[src/design/scl_pkg.sv]
// Shared types, codes, character constants and class functions for the shell command lexer.
// Used by every module of the block; depends on nothing.
`timescale 1ns / 1ps

package scl_pkg;

    // Result queue geometry
    localparam int QDEPTH = 8;
    localparam int QAW    = $clog2(QDEPTH);
    localparam int QCW    = $clog2(QDEPTH + 1);
    // Worst case number of results caused by one input item
    localparam int MAXRES = 3;

    // Characters with a meaning of their own
    localparam logic [7:0] CH_SLASH  = 8'h2F;
    localparam logic [7:0] CH_UNDER  = 8'h5F;
    localparam logic [7:0] CH_DOT    = 8'h2E;
    localparam logic [7:0] CH_DOLLAR = 8'h24;
    localparam logic [7:0] CH_PIPE   = 8'h7C;
    localparam logic [7:0] CH_DQUOTE = 8'h22;
    localparam logic [7:0] CH_SQUOTE = 8'h27;
    localparam logic [7:0] CH_BSLASH = 8'h5C;

    typedef enum logic [2:0] {
        MODE_IDLE  = 3'd0,
        MODE_WORD  = 3'd1,
        MODE_VAR   = 3'd2,
        MODE_SQ    = 3'd3,
        MODE_DQ    = 3'd4,
        MODE_DQESC = 3'd5,
        MODE_DQVAR = 3'd6,
        MODE_DISC  = 3'd7
    } lex_mode_t;

    typedef enum logic [1:0] {
        KIND_CHAR      = 2'd0,
        KIND_TOKEN_END = 2'd1,
        KIND_LINE_END  = 2'd2
    } item_kind_t;

    typedef enum logic [2:0] {
        TOK_WORD   = 3'd0,
        TOK_PATH   = 3'd1,
        TOK_VAR    = 3'd2,
        TOK_SQUOTE = 3'd3,
        TOK_DQUOTE = 3'd4,
        TOK_PIPE   = 3'd5
    } token_kind_t;

    typedef enum logic [1:0] {
        ST_OK        = 2'd0,
        ST_ILLEGAL   = 2'd1,
        ST_UNCLOSED  = 2'd2,
        ST_EMPTY_VAR = 2'd3
    } line_status_t;

    // One result item
    typedef struct packed {
        logic [1:0] item_kind;
        logic [7:0] out_char;
        logic [2:0] token_kind;
        logic       var_start;
        logic [1:0] line_status;
        logic       last_of_run;
    } result_t;

    // Results of one lexing step, handed to the queue
    typedef struct packed {
        logic [1:0]               count;
        result_t [MAXRES-1:0]     item;
    } push_t;

    function automatic logic is_space(input logic [7:0] c);
        return (c == 8'd32) || (c >= 8'd9 && c <= 8'd13);
    endfunction

    function automatic logic is_alnum(input logic [7:0] c);
        return (c >= 8'h30 && c <= 8'h39) || (c >= 8'h41 && c <= 8'h5A)
            || (c >= 8'h61 && c <= 8'h7A);
    endfunction

    function automatic logic is_word(input logic [7:0] c);
        return is_alnum(c) || c == CH_SLASH || c == CH_UNDER || c == CH_DOT;
    endfunction

    function automatic logic is_name(input logic [7:0] c);
        return is_alnum(c) || c == CH_UNDER || c == CH_DOLLAR;
    endfunction

    // Build a result item; the last-of-run mark is set afterwards
    function automatic result_t mk(input item_kind_t k, input logic [7:0] ch,
                                   input token_kind_t tk, input logic vs,
                                   input line_status_t st);
        result_t r;
        r.item_kind   = k;
        r.out_char    = ch;
        r.token_kind  = tk;
        r.var_start   = vs;
        r.line_status = st;
        r.last_of_run = 1'b0;
        return r;
    endfunction

endpackage

[src/design/scl_lex_core.sv]
// Lexer state registers and the per-byte step logic of the shell command lexer.
// Depends on scl_pkg.
`timescale 1ns / 1ps

module scl_lex_core (
    input  logic            clk,
    input  logic            rst_n,
    input  logic            fire,
    input  logic [7:0]      char_byte,
    input  logic            end_of_line,
    output scl_pkg::push_t  push
);

    scl_pkg::lex_mode_t mode_reg, mode_next;
    logic               path_reg, path_next;
    logic               varne_reg, varne_next;
    logic [1:0]         err_reg, err_next;

    scl_pkg::result_t [scl_pkg::MAXRES-1:0] res;
    logic [1:0]         n;

    // One lexing step: results and next state for the held byte
    always_comb
    begin
        mode_next  = mode_reg;
        path_next  = path_reg;
        varne_next = varne_reg;
        err_next   = err_reg;
        res        = '0;
        n          = 2'd0;

        unique case (mode_reg)
            scl_pkg::MODE_IDLE:
            begin
                if (scl_pkg::is_space(char_byte))
                begin
                end
                else if (char_byte == scl_pkg::CH_SQUOTE)
                    mode_next = scl_pkg::MODE_SQ;
                else if (char_byte == scl_pkg::CH_DQUOTE)
                    mode_next = scl_pkg::MODE_DQ;
                else if (char_byte == scl_pkg::CH_DOLLAR)
                begin
                    mode_next  = scl_pkg::MODE_VAR;
                    varne_next = 1'b0;
                end
                else if (char_byte == scl_pkg::CH_PIPE)
                begin
                    res[0] = scl_pkg::mk(scl_pkg::KIND_CHAR, char_byte, scl_pkg::TOK_WORD,
                                         1'b0, scl_pkg::ST_OK);
                    res[1] = scl_pkg::mk(scl_pkg::KIND_TOKEN_END, 8'd0, scl_pkg::TOK_PIPE,
                                         1'b0, scl_pkg::ST_OK);
                    n = 2'd2;
                end
                else if (scl_pkg::is_word(char_byte))
                begin
                    mode_next = scl_pkg::MODE_WORD;
                    path_next = (char_byte == scl_pkg::CH_SLASH);
                    res[0] = scl_pkg::mk(scl_pkg::KIND_CHAR, char_byte, scl_pkg::TOK_WORD,
                                         1'b0, scl_pkg::ST_OK);
                    n = 2'd1;
                end
                else
                begin
                    err_next  = scl_pkg::ST_ILLEGAL;
                    mode_next = scl_pkg::MODE_DISC;
                end
            end
            scl_pkg::MODE_WORD:
            begin
                if (scl_pkg::is_space(char_byte))
                begin
                    res[0] = scl_pkg::mk(scl_pkg::KIND_TOKEN_END, 8'd0,
                                         path_reg ? scl_pkg::TOK_PATH : scl_pkg::TOK_WORD,
                                         1'b0, scl_pkg::ST_OK);
                    n = 2'd1;
                    mode_next = scl_pkg::MODE_IDLE;
                end
                else if (scl_pkg::is_word(char_byte))
                begin
                    if (char_byte == scl_pkg::CH_SLASH)
                        path_next = 1'b1;
                    res[0] = scl_pkg::mk(scl_pkg::KIND_CHAR, char_byte, scl_pkg::TOK_WORD,
                                         1'b0, scl_pkg::ST_OK);
                    n = 2'd1;
                end
                else
                begin
                    err_next  = scl_pkg::ST_ILLEGAL;
                    mode_next = scl_pkg::MODE_DISC;
                end
            end
            scl_pkg::MODE_VAR:
            begin
                if (scl_pkg::is_space(char_byte))
                begin
                    if (varne_reg)
                    begin
                        res[0] = scl_pkg::mk(scl_pkg::KIND_TOKEN_END, 8'd0, scl_pkg::TOK_VAR,
                                             1'b0, scl_pkg::ST_OK);
                        n = 2'd1;
                        mode_next = scl_pkg::MODE_IDLE;
                    end
                    else
                    begin
                        err_next  = scl_pkg::ST_EMPTY_VAR;
                        mode_next = scl_pkg::MODE_DISC;
                    end
                end
                else if (scl_pkg::is_name(char_byte))
                begin
                    varne_next = 1'b1;
                    res[0] = scl_pkg::mk(scl_pkg::KIND_CHAR, char_byte, scl_pkg::TOK_WORD,
                                         1'b0, scl_pkg::ST_OK);
                    n = 2'd1;
                end
                else
                begin
                    err_next  = scl_pkg::ST_ILLEGAL;
                    mode_next = scl_pkg::MODE_DISC;
                end
            end
            scl_pkg::MODE_SQ:
            begin
                if (char_byte == scl_pkg::CH_SQUOTE)
                begin
                    res[0] = scl_pkg::mk(scl_pkg::KIND_TOKEN_END, 8'd0, scl_pkg::TOK_SQUOTE,
                                         1'b0, scl_pkg::ST_OK);
                    mode_next = scl_pkg::MODE_IDLE;
                end
                else
                    res[0] = scl_pkg::mk(scl_pkg::KIND_CHAR, char_byte, scl_pkg::TOK_WORD,
                                         1'b0, scl_pkg::ST_OK);
                n = 2'd1;
            end
            scl_pkg::MODE_DQ:
            begin
                if (char_byte == scl_pkg::CH_DQUOTE)
                begin
                    res[0] = scl_pkg::mk(scl_pkg::KIND_TOKEN_END, 8'd0, scl_pkg::TOK_DQUOTE,
                                         1'b0, scl_pkg::ST_OK);
                    n = 2'd1;
                    mode_next = scl_pkg::MODE_IDLE;
                end
                else if (char_byte == scl_pkg::CH_BSLASH)
                    mode_next = scl_pkg::MODE_DQESC;
                else if (char_byte == scl_pkg::CH_DOLLAR)
                begin
                    res[0] = scl_pkg::mk(scl_pkg::KIND_CHAR, char_byte, scl_pkg::TOK_WORD,
                                         1'b1, scl_pkg::ST_OK);
                    n = 2'd1;
                    varne_next = 1'b0;
                    mode_next  = scl_pkg::MODE_DQVAR;
                end
                else
                begin
                    res[0] = scl_pkg::mk(scl_pkg::KIND_CHAR, char_byte, scl_pkg::TOK_WORD,
                                         1'b0, scl_pkg::ST_OK);
                    n = 2'd1;
                end
            end
            scl_pkg::MODE_DQESC:
            begin
                res[0] = scl_pkg::mk(scl_pkg::KIND_CHAR, char_byte, scl_pkg::TOK_WORD,
                                     1'b0, scl_pkg::ST_OK);
                n = 2'd1;
                mode_next = scl_pkg::MODE_DQ;
            end
            scl_pkg::MODE_DQVAR:
            begin
                if (char_byte == scl_pkg::CH_DQUOTE || scl_pkg::is_space(char_byte))
                begin
                    if (!varne_reg)
                    begin
                        err_next  = scl_pkg::ST_EMPTY_VAR;
                        mode_next = scl_pkg::MODE_DISC;
                    end
                    else if (char_byte == scl_pkg::CH_DQUOTE)
                    begin
                        res[0] = scl_pkg::mk(scl_pkg::KIND_TOKEN_END, 8'd0,
                                             scl_pkg::TOK_DQUOTE, 1'b0, scl_pkg::ST_OK);
                        n = 2'd1;
                        mode_next = scl_pkg::MODE_IDLE;
                    end
                    else
                    begin
                        // whitespace closes the name and stays as string content
                        res[0] = scl_pkg::mk(scl_pkg::KIND_CHAR, char_byte, scl_pkg::TOK_WORD,
                                             1'b0, scl_pkg::ST_OK);
                        n = 2'd1;
                        mode_next = scl_pkg::MODE_DQ;
                    end
                end
                else if (scl_pkg::is_name(char_byte))
                begin
                    varne_next = 1'b1;
                    res[0] = scl_pkg::mk(scl_pkg::KIND_CHAR, char_byte, scl_pkg::TOK_WORD,
                                         1'b0, scl_pkg::ST_OK);
                    n = 2'd1;
                end
                else
                begin
                    err_next  = scl_pkg::ST_ILLEGAL;
                    mode_next = scl_pkg::MODE_DISC;
                end
            end
            scl_pkg::MODE_DISC:
            begin
            end
            default:
            begin
            end
        endcase

        // End of line: close an open token, flag open quotes or an empty variable, then the line end
        if (end_of_line)
        begin
            case (mode_next)
                scl_pkg::MODE_WORD:
                begin
                    res[n] = scl_pkg::mk(scl_pkg::KIND_TOKEN_END, 8'd0,
                                         path_next ? scl_pkg::TOK_PATH : scl_pkg::TOK_WORD,
                                         1'b0, scl_pkg::ST_OK);
                    n = n + 2'd1;
                end
                scl_pkg::MODE_VAR:
                begin
                    if (varne_next)
                    begin
                        res[n] = scl_pkg::mk(scl_pkg::KIND_TOKEN_END, 8'd0, scl_pkg::TOK_VAR,
                                             1'b0, scl_pkg::ST_OK);
                        n = n + 2'd1;
                    end
                    else
                    begin
                        err_next = scl_pkg::ST_EMPTY_VAR;
                        n = 2'd0;
                    end
                end
                scl_pkg::MODE_SQ, scl_pkg::MODE_DQ, scl_pkg::MODE_DQESC,
                scl_pkg::MODE_DQVAR:
                begin
                    err_next = scl_pkg::ST_UNCLOSED;
                    n = 2'd0;
                end
                default:
                begin
                end
            endcase
            res[n] = scl_pkg::mk(scl_pkg::KIND_LINE_END, 8'd0, scl_pkg::TOK_WORD, 1'b0,
                                 scl_pkg::line_status_t'(err_next));
            n = n + 2'd1;
            mode_next  = scl_pkg::MODE_IDLE;
            path_next  = 1'b0;
            varne_next = 1'b0;
            err_next   = scl_pkg::ST_OK;
        end

        // Results of an erroring byte are dropped and discard mode emits nothing, but for the line end
        if (mode_next == scl_pkg::MODE_DISC)
            n = 2'd0;

        if (n != 2'd0)
            res[n - 2'd1].last_of_run = 1'b1;
    end

    // Hand the results to the queue only when the step really fires
    always_comb
    begin
        push.item  = res;
        push.count = fire ? n : 2'd0;
    end

    // Lexer state
    always_ff @(posedge clk or negedge rst_n)
    begin
        if (!rst_n)
        begin
            mode_reg  <= scl_pkg::MODE_IDLE;
            path_reg  <= 1'b0;
            varne_reg <= 1'b0;
            err_reg   <= 2'd0;
        end
        else if (fire)
        begin
            mode_reg  <= mode_next;
            path_reg  <= path_next;
            varne_reg <= varne_next;
            err_reg   <= err_next;
        end
    end

endmodule

[src/design/scl_out_queue.sv]
// Result queue of the shell command lexer: takes up to three items a cycle, gives one while out_ready is high.
// Depends on scl_pkg.
`timescale 1ns / 1ps

module scl_out_queue (
    input  logic             clk,
    input  logic             rst_n,
    input  scl_pkg::push_t   push,
    output logic             room,
    output logic             out_valid,
    input  logic             out_ready,
    output scl_pkg::result_t out_item
);

    scl_pkg::result_t         mem_reg [scl_pkg::QDEPTH];
    logic [scl_pkg::QAW-1:0]  wr_reg, wr_next;
    logic [scl_pkg::QAW-1:0]  rd_reg, rd_next;
    logic [scl_pkg::QCW-1:0]  cnt_reg, cnt_next;
    logic                     pop;

    assign out_valid = (cnt_reg != '0);
    assign out_item  = mem_reg[rd_reg];
    assign pop       = out_valid && out_ready;
    // space for a full burst of one step
    assign room      = (cnt_reg <= scl_pkg::QCW'(scl_pkg::QDEPTH - scl_pkg::MAXRES));

    // Pointer and fill arithmetic
    always_comb
    begin
        wr_next  = wr_reg + scl_pkg::QAW'(push.count);
        rd_next  = rd_reg + scl_pkg::QAW'(pop);
        cnt_next = cnt_reg + scl_pkg::QCW'(push.count) - scl_pkg::QCW'(pop);
    end

    // Storage: lane i goes to the i-th free slot
    always_ff @(posedge clk)
    begin
        for (int i = 0; i < scl_pkg::MAXRES; i++)
        begin
            if (i < int'(push.count))
                mem_reg[wr_reg + scl_pkg::QAW'(i)] <= push.item[i];
        end
    end

    always_ff @(posedge clk or negedge rst_n)
    begin
        if (!rst_n)
        begin
            wr_reg  <= '0;
            rd_reg  <= '0;
            cnt_reg <= '0;
        end
        else
        begin
            wr_reg  <= wr_next;
            rd_reg  <= rd_next;
            cnt_reg <= cnt_next;
        end
    end

endmodule

[src/design/shell_command_lexer_unit.sv]
// Top level of the shell command lexer: input register, lexing step and result queue.
// Depends on scl_pkg, scl_lex_core and scl_out_queue.
`timescale 1ns / 1ps

// Usage
//   Slave side: one byte of a command line per item on s_tdata, s_tlast set on
//   the line's last byte. Master side: one result item per handshake; m_tuser
//   gives the item kind (content character, token end, line end) and the
//   var_start flag, m_tdata the character, token kind and line status, and
//   m_tlast marks the final result caused by one input byte.
//   Order: an accepted byte is held in the input register and lexed there once
//   the queue has room; its results are written to the result queue and offered.
//   Throughput: one byte per cycle while each byte yields at most one result and
//   m_tready stays high. A token end or line end can add up to two results for
//   one byte; the eight entry result queue absorbs these. The output drains one
//   result per cycle while m_tready is high, so a long stream sustains no more.
//   Reset: the lexer returns to idle between tokens with no error, and the
//   queue and input register empty.
//   Stall: when the receiver holds m_tready low the queue fills; the lexing
//   step waits once fewer than three slots remain, and s_tready drops as soon
//   as the input register is also held.
module shell_command_lexer_unit (
    input  logic        clk,
    input  logic        rst_n,
    input  logic        s_tvalid,
    output logic        s_tready,
    input  logic [7:0]  s_tdata,   // [7:0] char_byte
    input  logic        s_tlast,   // end_of_line
    output logic        m_tvalid,
    input  logic        m_tready,
    output logic [15:0] m_tdata,   // [7:0] out_char, [10:8] token_kind, [12:11] line_status
    output logic [2:0]  m_tuser,   // [1:0] item_kind, [2] var_start
    output logic        m_tlast    // last_of_run
);

    logic              in_valid_reg;
    logic [7:0]        in_char_reg;
    logic              in_eol_reg;
    logic              room;
    logic              fire;
    scl_pkg::push_t    push;
    scl_pkg::result_t  out_item;

    assign fire     = in_valid_reg && room;
    assign s_tready = !in_valid_reg || fire;

    // Input register
    always_ff @(posedge clk or negedge rst_n)
    begin
        if (!rst_n)
            in_valid_reg <= 1'b0;
        else if (s_tready)
            in_valid_reg <= s_tvalid;
    end

    always_ff @(posedge clk)
    begin
        if (s_tvalid && s_tready)
        begin
            in_char_reg <= s_tdata;
            in_eol_reg  <= s_tlast;
        end
    end

    scl_lex_core u_core (
        .clk         (clk),
        .rst_n       (rst_n),
        .fire        (fire),
        .char_byte   (in_char_reg),
        .end_of_line (in_eol_reg),
        .push        (push)
    );

    scl_out_queue u_queue (
        .clk       (clk),
        .rst_n     (rst_n),
        .push      (push),
        .room      (room),
        .out_valid (m_tvalid),
        .out_ready (m_tready),
        .out_item  (out_item)
    );

    // Output packing
    assign m_tdata = {3'b000, out_item.line_status, out_item.token_kind, out_item.out_char};
    assign m_tuser = {out_item.var_start, out_item.item_kind};
    assign m_tlast = out_item.last_of_run;

endmodule
[config.mk]
export PLATFORM = sky130hd
export DESIGN_NAME = shell_command_lexer_unit
export DESIGN_NICKNAME = d
export VERILOG_FILES = /design/src/design/scl_pkg.sv /design/src/design/scl_lex_core.sv /design/src/design/scl_out_queue.sv /design/src/design/shell_command_lexer_unit.sv
export SDC_FILE = /design/constraint.sdc
export NUM_CORES = 1
export LEC_CHECK = 0
export BUFFER_PORTS_ARGS = -buffer_cell sky130_fd_sc_hd__buf_4
export CORE_MARGIN = 2
export CORE_UTILIZATION = 36
export CTS_BUF_LIST = sky130_fd_sc_hd__clkbuf_8
export CTS_CLUSTER_SIZE = 30
export DETAILED_ROUTE_END_ITERATION = 8
export GPL_ROUTABILITY_DRIVEN = 0
export PLACE_DENSITY = 0.55
export RECOVER_POWER = 100
export SLEW_MARGIN = 20
export SYNTH_ARGS = -nofsm -noshare
export SYNTH_HDL_FRONTEND = slang
export SYNTH_HIERARCHICAL = 1
export SYNTH_SLANG_ARGS = --single-unit
[constraint.sdc]
create_clock -name clk -period 8.1 [get_ports clk]
set_input_delay 1.62 -clock clk [delete_from_list [all_inputs] [get_ports clk]]
set_output_delay 1.62 -clock clk [all_outputs]
set_load 0.05 [all_outputs]
==> summary.txt <==
Detailed routing
  – # DRC: 0
  – Routed len/inst: 23.7 microns
  – Uppermost layer routed: met4
  – Iter 0 DRT Violations: 1,575
  – Detail Route Antenna Nets: 0
  – Met2 WL post-DR: 18.2 mm
  – Via Count: 10,800
  – Routed WL: 40.7 mm
  – Vias per std cell: 6.31
  – Met1 wire length: 17.0 mm
  – Routed met3 length: 3.73 mm
  – First-pass iteration count of the detailed router: 6

Yosys
  – Largest area contributor in the netlist: edfxtp_1
  – Asr flop ratio synth: 11.0%
  – Synthesized area: 0.0123 sq mm
  – Mean Syn Cell Area: 9.19 sq um
  – Largest cells by area after synthesis: edfxtp_1, a31oi_1, nor3_1
  – Sequential area share after synthesis: 39.1%
  – Synth Register Bits: 163
  – Synth warnings: 6
  – Post-synth EDFFs: 145
  – Mapped Cells: 1,339
  – Post-synthesis cell type count: 94
  – Yosys top cell area share: 35.4%
  – Post-synth top flop: edfxtp_1

Cells and area
  – Max FFs per register: 136
  – Fin nets: 1,285
  – Most frequent cells in the layout: nand2_1, nor3_1, o21ai_0
  – Commonest non-fill, non-tap cell in the layout: nand2_1
  – # diodes: 0
  – # fillers: 3,334
  – Share of layout cells above drive strength 1: 13.7%
  – Layout area overhead: 4.17%

Power and ir drop
  – Clk network pwr share: 13.2%
  – Leakage: 3.98 nW
  – Logic pwr share: 59.2%
  – PwrDens: 386 mW/mm^2
  – Switching Fraction: 52.2%
  – Peak supply drop: 0.000273 V
  – Switch Pwr: 0.00258 W
  – Internal power: 0.00236 W
  – Sequential Power Share: 27.6%

Timing
  – Slew @ Worst Pin: 3.12 ns
  – Worst slew margin: -108%
  – Final Worst Setup Slack: 1.12 ns
  – Final period util: 86.2%
  – Endpoints failing hold: 0
  – Clock skew: 0.0242 ns
  – Max Freq: 143 MHz
  – RSZ-0062 raised after global routing: false
  – Setup TNS: 0 ns
  – Fin. max-slew vios: 72
  – Count of final setup violators: 0
  – Crit path time final: 6.98 ns

Clock network
  – Clk_lat worst skew: 0.49 ns
  – Hold-fix buffers at CTS: 0
  – H-Tree Depth: 4
  – Setup repair bufs after CTS: 0
  – Clock Tree Root: clkbuf_8
  – CTS tree: done
  – PostCTS Resize Cnt: 0
  – TritonCTS Buffers: 17
  – Clock sinks: 163
  – Clk slew on worst S/H paths: 0.09 ns
  – Clock Path Buffers: 2

Die
  – Die footprint: 0.0357 sq mm
  – Die outline width: 189 microns
  – Row cnt: 67
  – Die H: 189 microns
  – Core Area: 0.0336 sq mm
  – Ports: 35
  – Starting Density: 36.6%

Global routing
  – First-pass GRT wire length: 62.4 mm
  – Vias in the first global route: 10,300
  – GRT Total Usage: 22.9%
  – Initial antenna violation count: 0
  – GRT overflow: 0
  – Largest net degree at the start of global routing: 89

Setup path
  – CP Capture Type: register
  – Setup CP Type: register to register
  – Startpoint types: register
  – CP arrival: 7.09 ns
  – Critical-path maximum fanout: 40
  – Critical Path RT: 8.20 ns

Placement
  – Post-DP HPWL: 24.6 mm
  – Number of port buffers: 31
  – Post-Place Worst Slack: 1.75 ns

Run status
  – Failing checks: capacitance limit, slew limit
  – Outcome: finished, violations left

Hold path
  – Hold Crit Class: register to register

Job
  – Max_cap viols: 2
==> metrics by stage <==
stage	cells	hold slack, ns	utilization (%)	total power, W	area, sq um
6_report	1715	0.470	38.1	0.00494	12800
2_1_floorplan	1359	0.461	-	0.00356	12400
3_5_place_dp	1683	0.460	37.3	0.00434	12500
4_1_cts	1715	0.478	38.5	0.00500	13000
5_1_grt	1715	0.501	38.1	0.00523	12800
3_3_place_gp	1682	0.461	37.2	0.00430	12500
==> worst max-delay path, cell delays in order, from the launching register on <==
cell      delay (ns)
edfxtp_1        0.67
or4b_1          0.60
nor3_1          0.46
a21o_1          0.37
nor2_2          0.10
nor3_1          0.50
nor3_1          0.09
o21ai_0         0.54
ha_1            0.26
nand2_1         0.09
o21ai_0         0.11
and2_2          0.65
buf_4           0.38
nand3b_1        0.18
o21ai_2         0.72
clkbuf_1        0.82
==> final timing paths <==
| kind | cells past startpoint | slack (ns) | end | startpoint |
|---|---|---|---|---|
| max in group asynchronous | 1 | 6.04 | u_queue/wr_reg[0] | rst_n |
| min reg2reg | 1 | 0.47 | u_queue/rd_reg[2] | u_queue/rd_reg[2] |
| max | 15 | 1.12 | u_queue/mem_reg[7][7] | in_char_reg[2] |
| min in group asynchronous | 1 | 1.32 | in_valid_reg | rst_n |
| max reg2reg | 15 | 1.12 | u_queue/mem_reg[7][7] | in_char_reg[2] |
| min | 1 | 0.47 | u_queue/rd_reg[2] | u_queue/rd_reg[2] |
==> power groups by stage <==
| stage | Sequential [W] | Clock [W] | Combinational [W] |
|---|---|---|---|
| final | 0.00136 | 0.000653 | 0.00293 |
| after global routing | 0.00138 | 0.000699 | 0.00315 |
| after CTS | 0.00136 | 0.000663 | 0.00297 |
| after detailed placement | 0.00138 | 0 | 0.00296 |
| after global placement | 0.00138 | 0 | 0.00292 |
| after floorplan | 0.00125 | 0 | 0.00232 |
==> layout make-up <==
class                   instances  area, sq um  share of cell area (%)
flip-flops and latches        163         4810                    37.5
multi-input cells             986         6560                    51.2
inverters                      27          103                   0.801
clock inverters                15          190                    1.48
repair buffers                 59          360                    2.81
well taps                     448          561                    4.37
clock buffers                  17          234                    1.83
==> cell usage after synthesis (all sizes together), types with 13 or more instances <==
master / number
nand3: 13
o21ai: 157
and4bb: 17
nand2: 173
buf: 101
clkbuf: 82
a21oi: 16
a31oi: 139
inv: 25
nor2: 36
dfrtp: 18
ha: 16
mux4: 34
and4b: 35
edfxtp: 145
nor3: 155
and4: 18
or2: 13
o22ai: 15
mux2: 17
==> per-layer routing <==
metal  GRT usage, %  vias to the layer above
met5              0                        -
met4           10.3                        0
li1               -                     4891
met2           35.0                      653
met1           31.6                     5167
met3           4.17                      119
==> cell families after synthesis <==
family / Yosys count / synth area share [%]
simple gates: 510 / 23.2
flops: 163 / 39.1
compound gates: 375 / 18.7
xor+xnor: 8 / 0.692
buf+inv: 210 / 8.40
other cells: 2 / 0.0610
fa+ha+maj: 19 / 2.03
mux: 52 / 7.86
No activity file was read; power rests on OpenSTA's default activity.
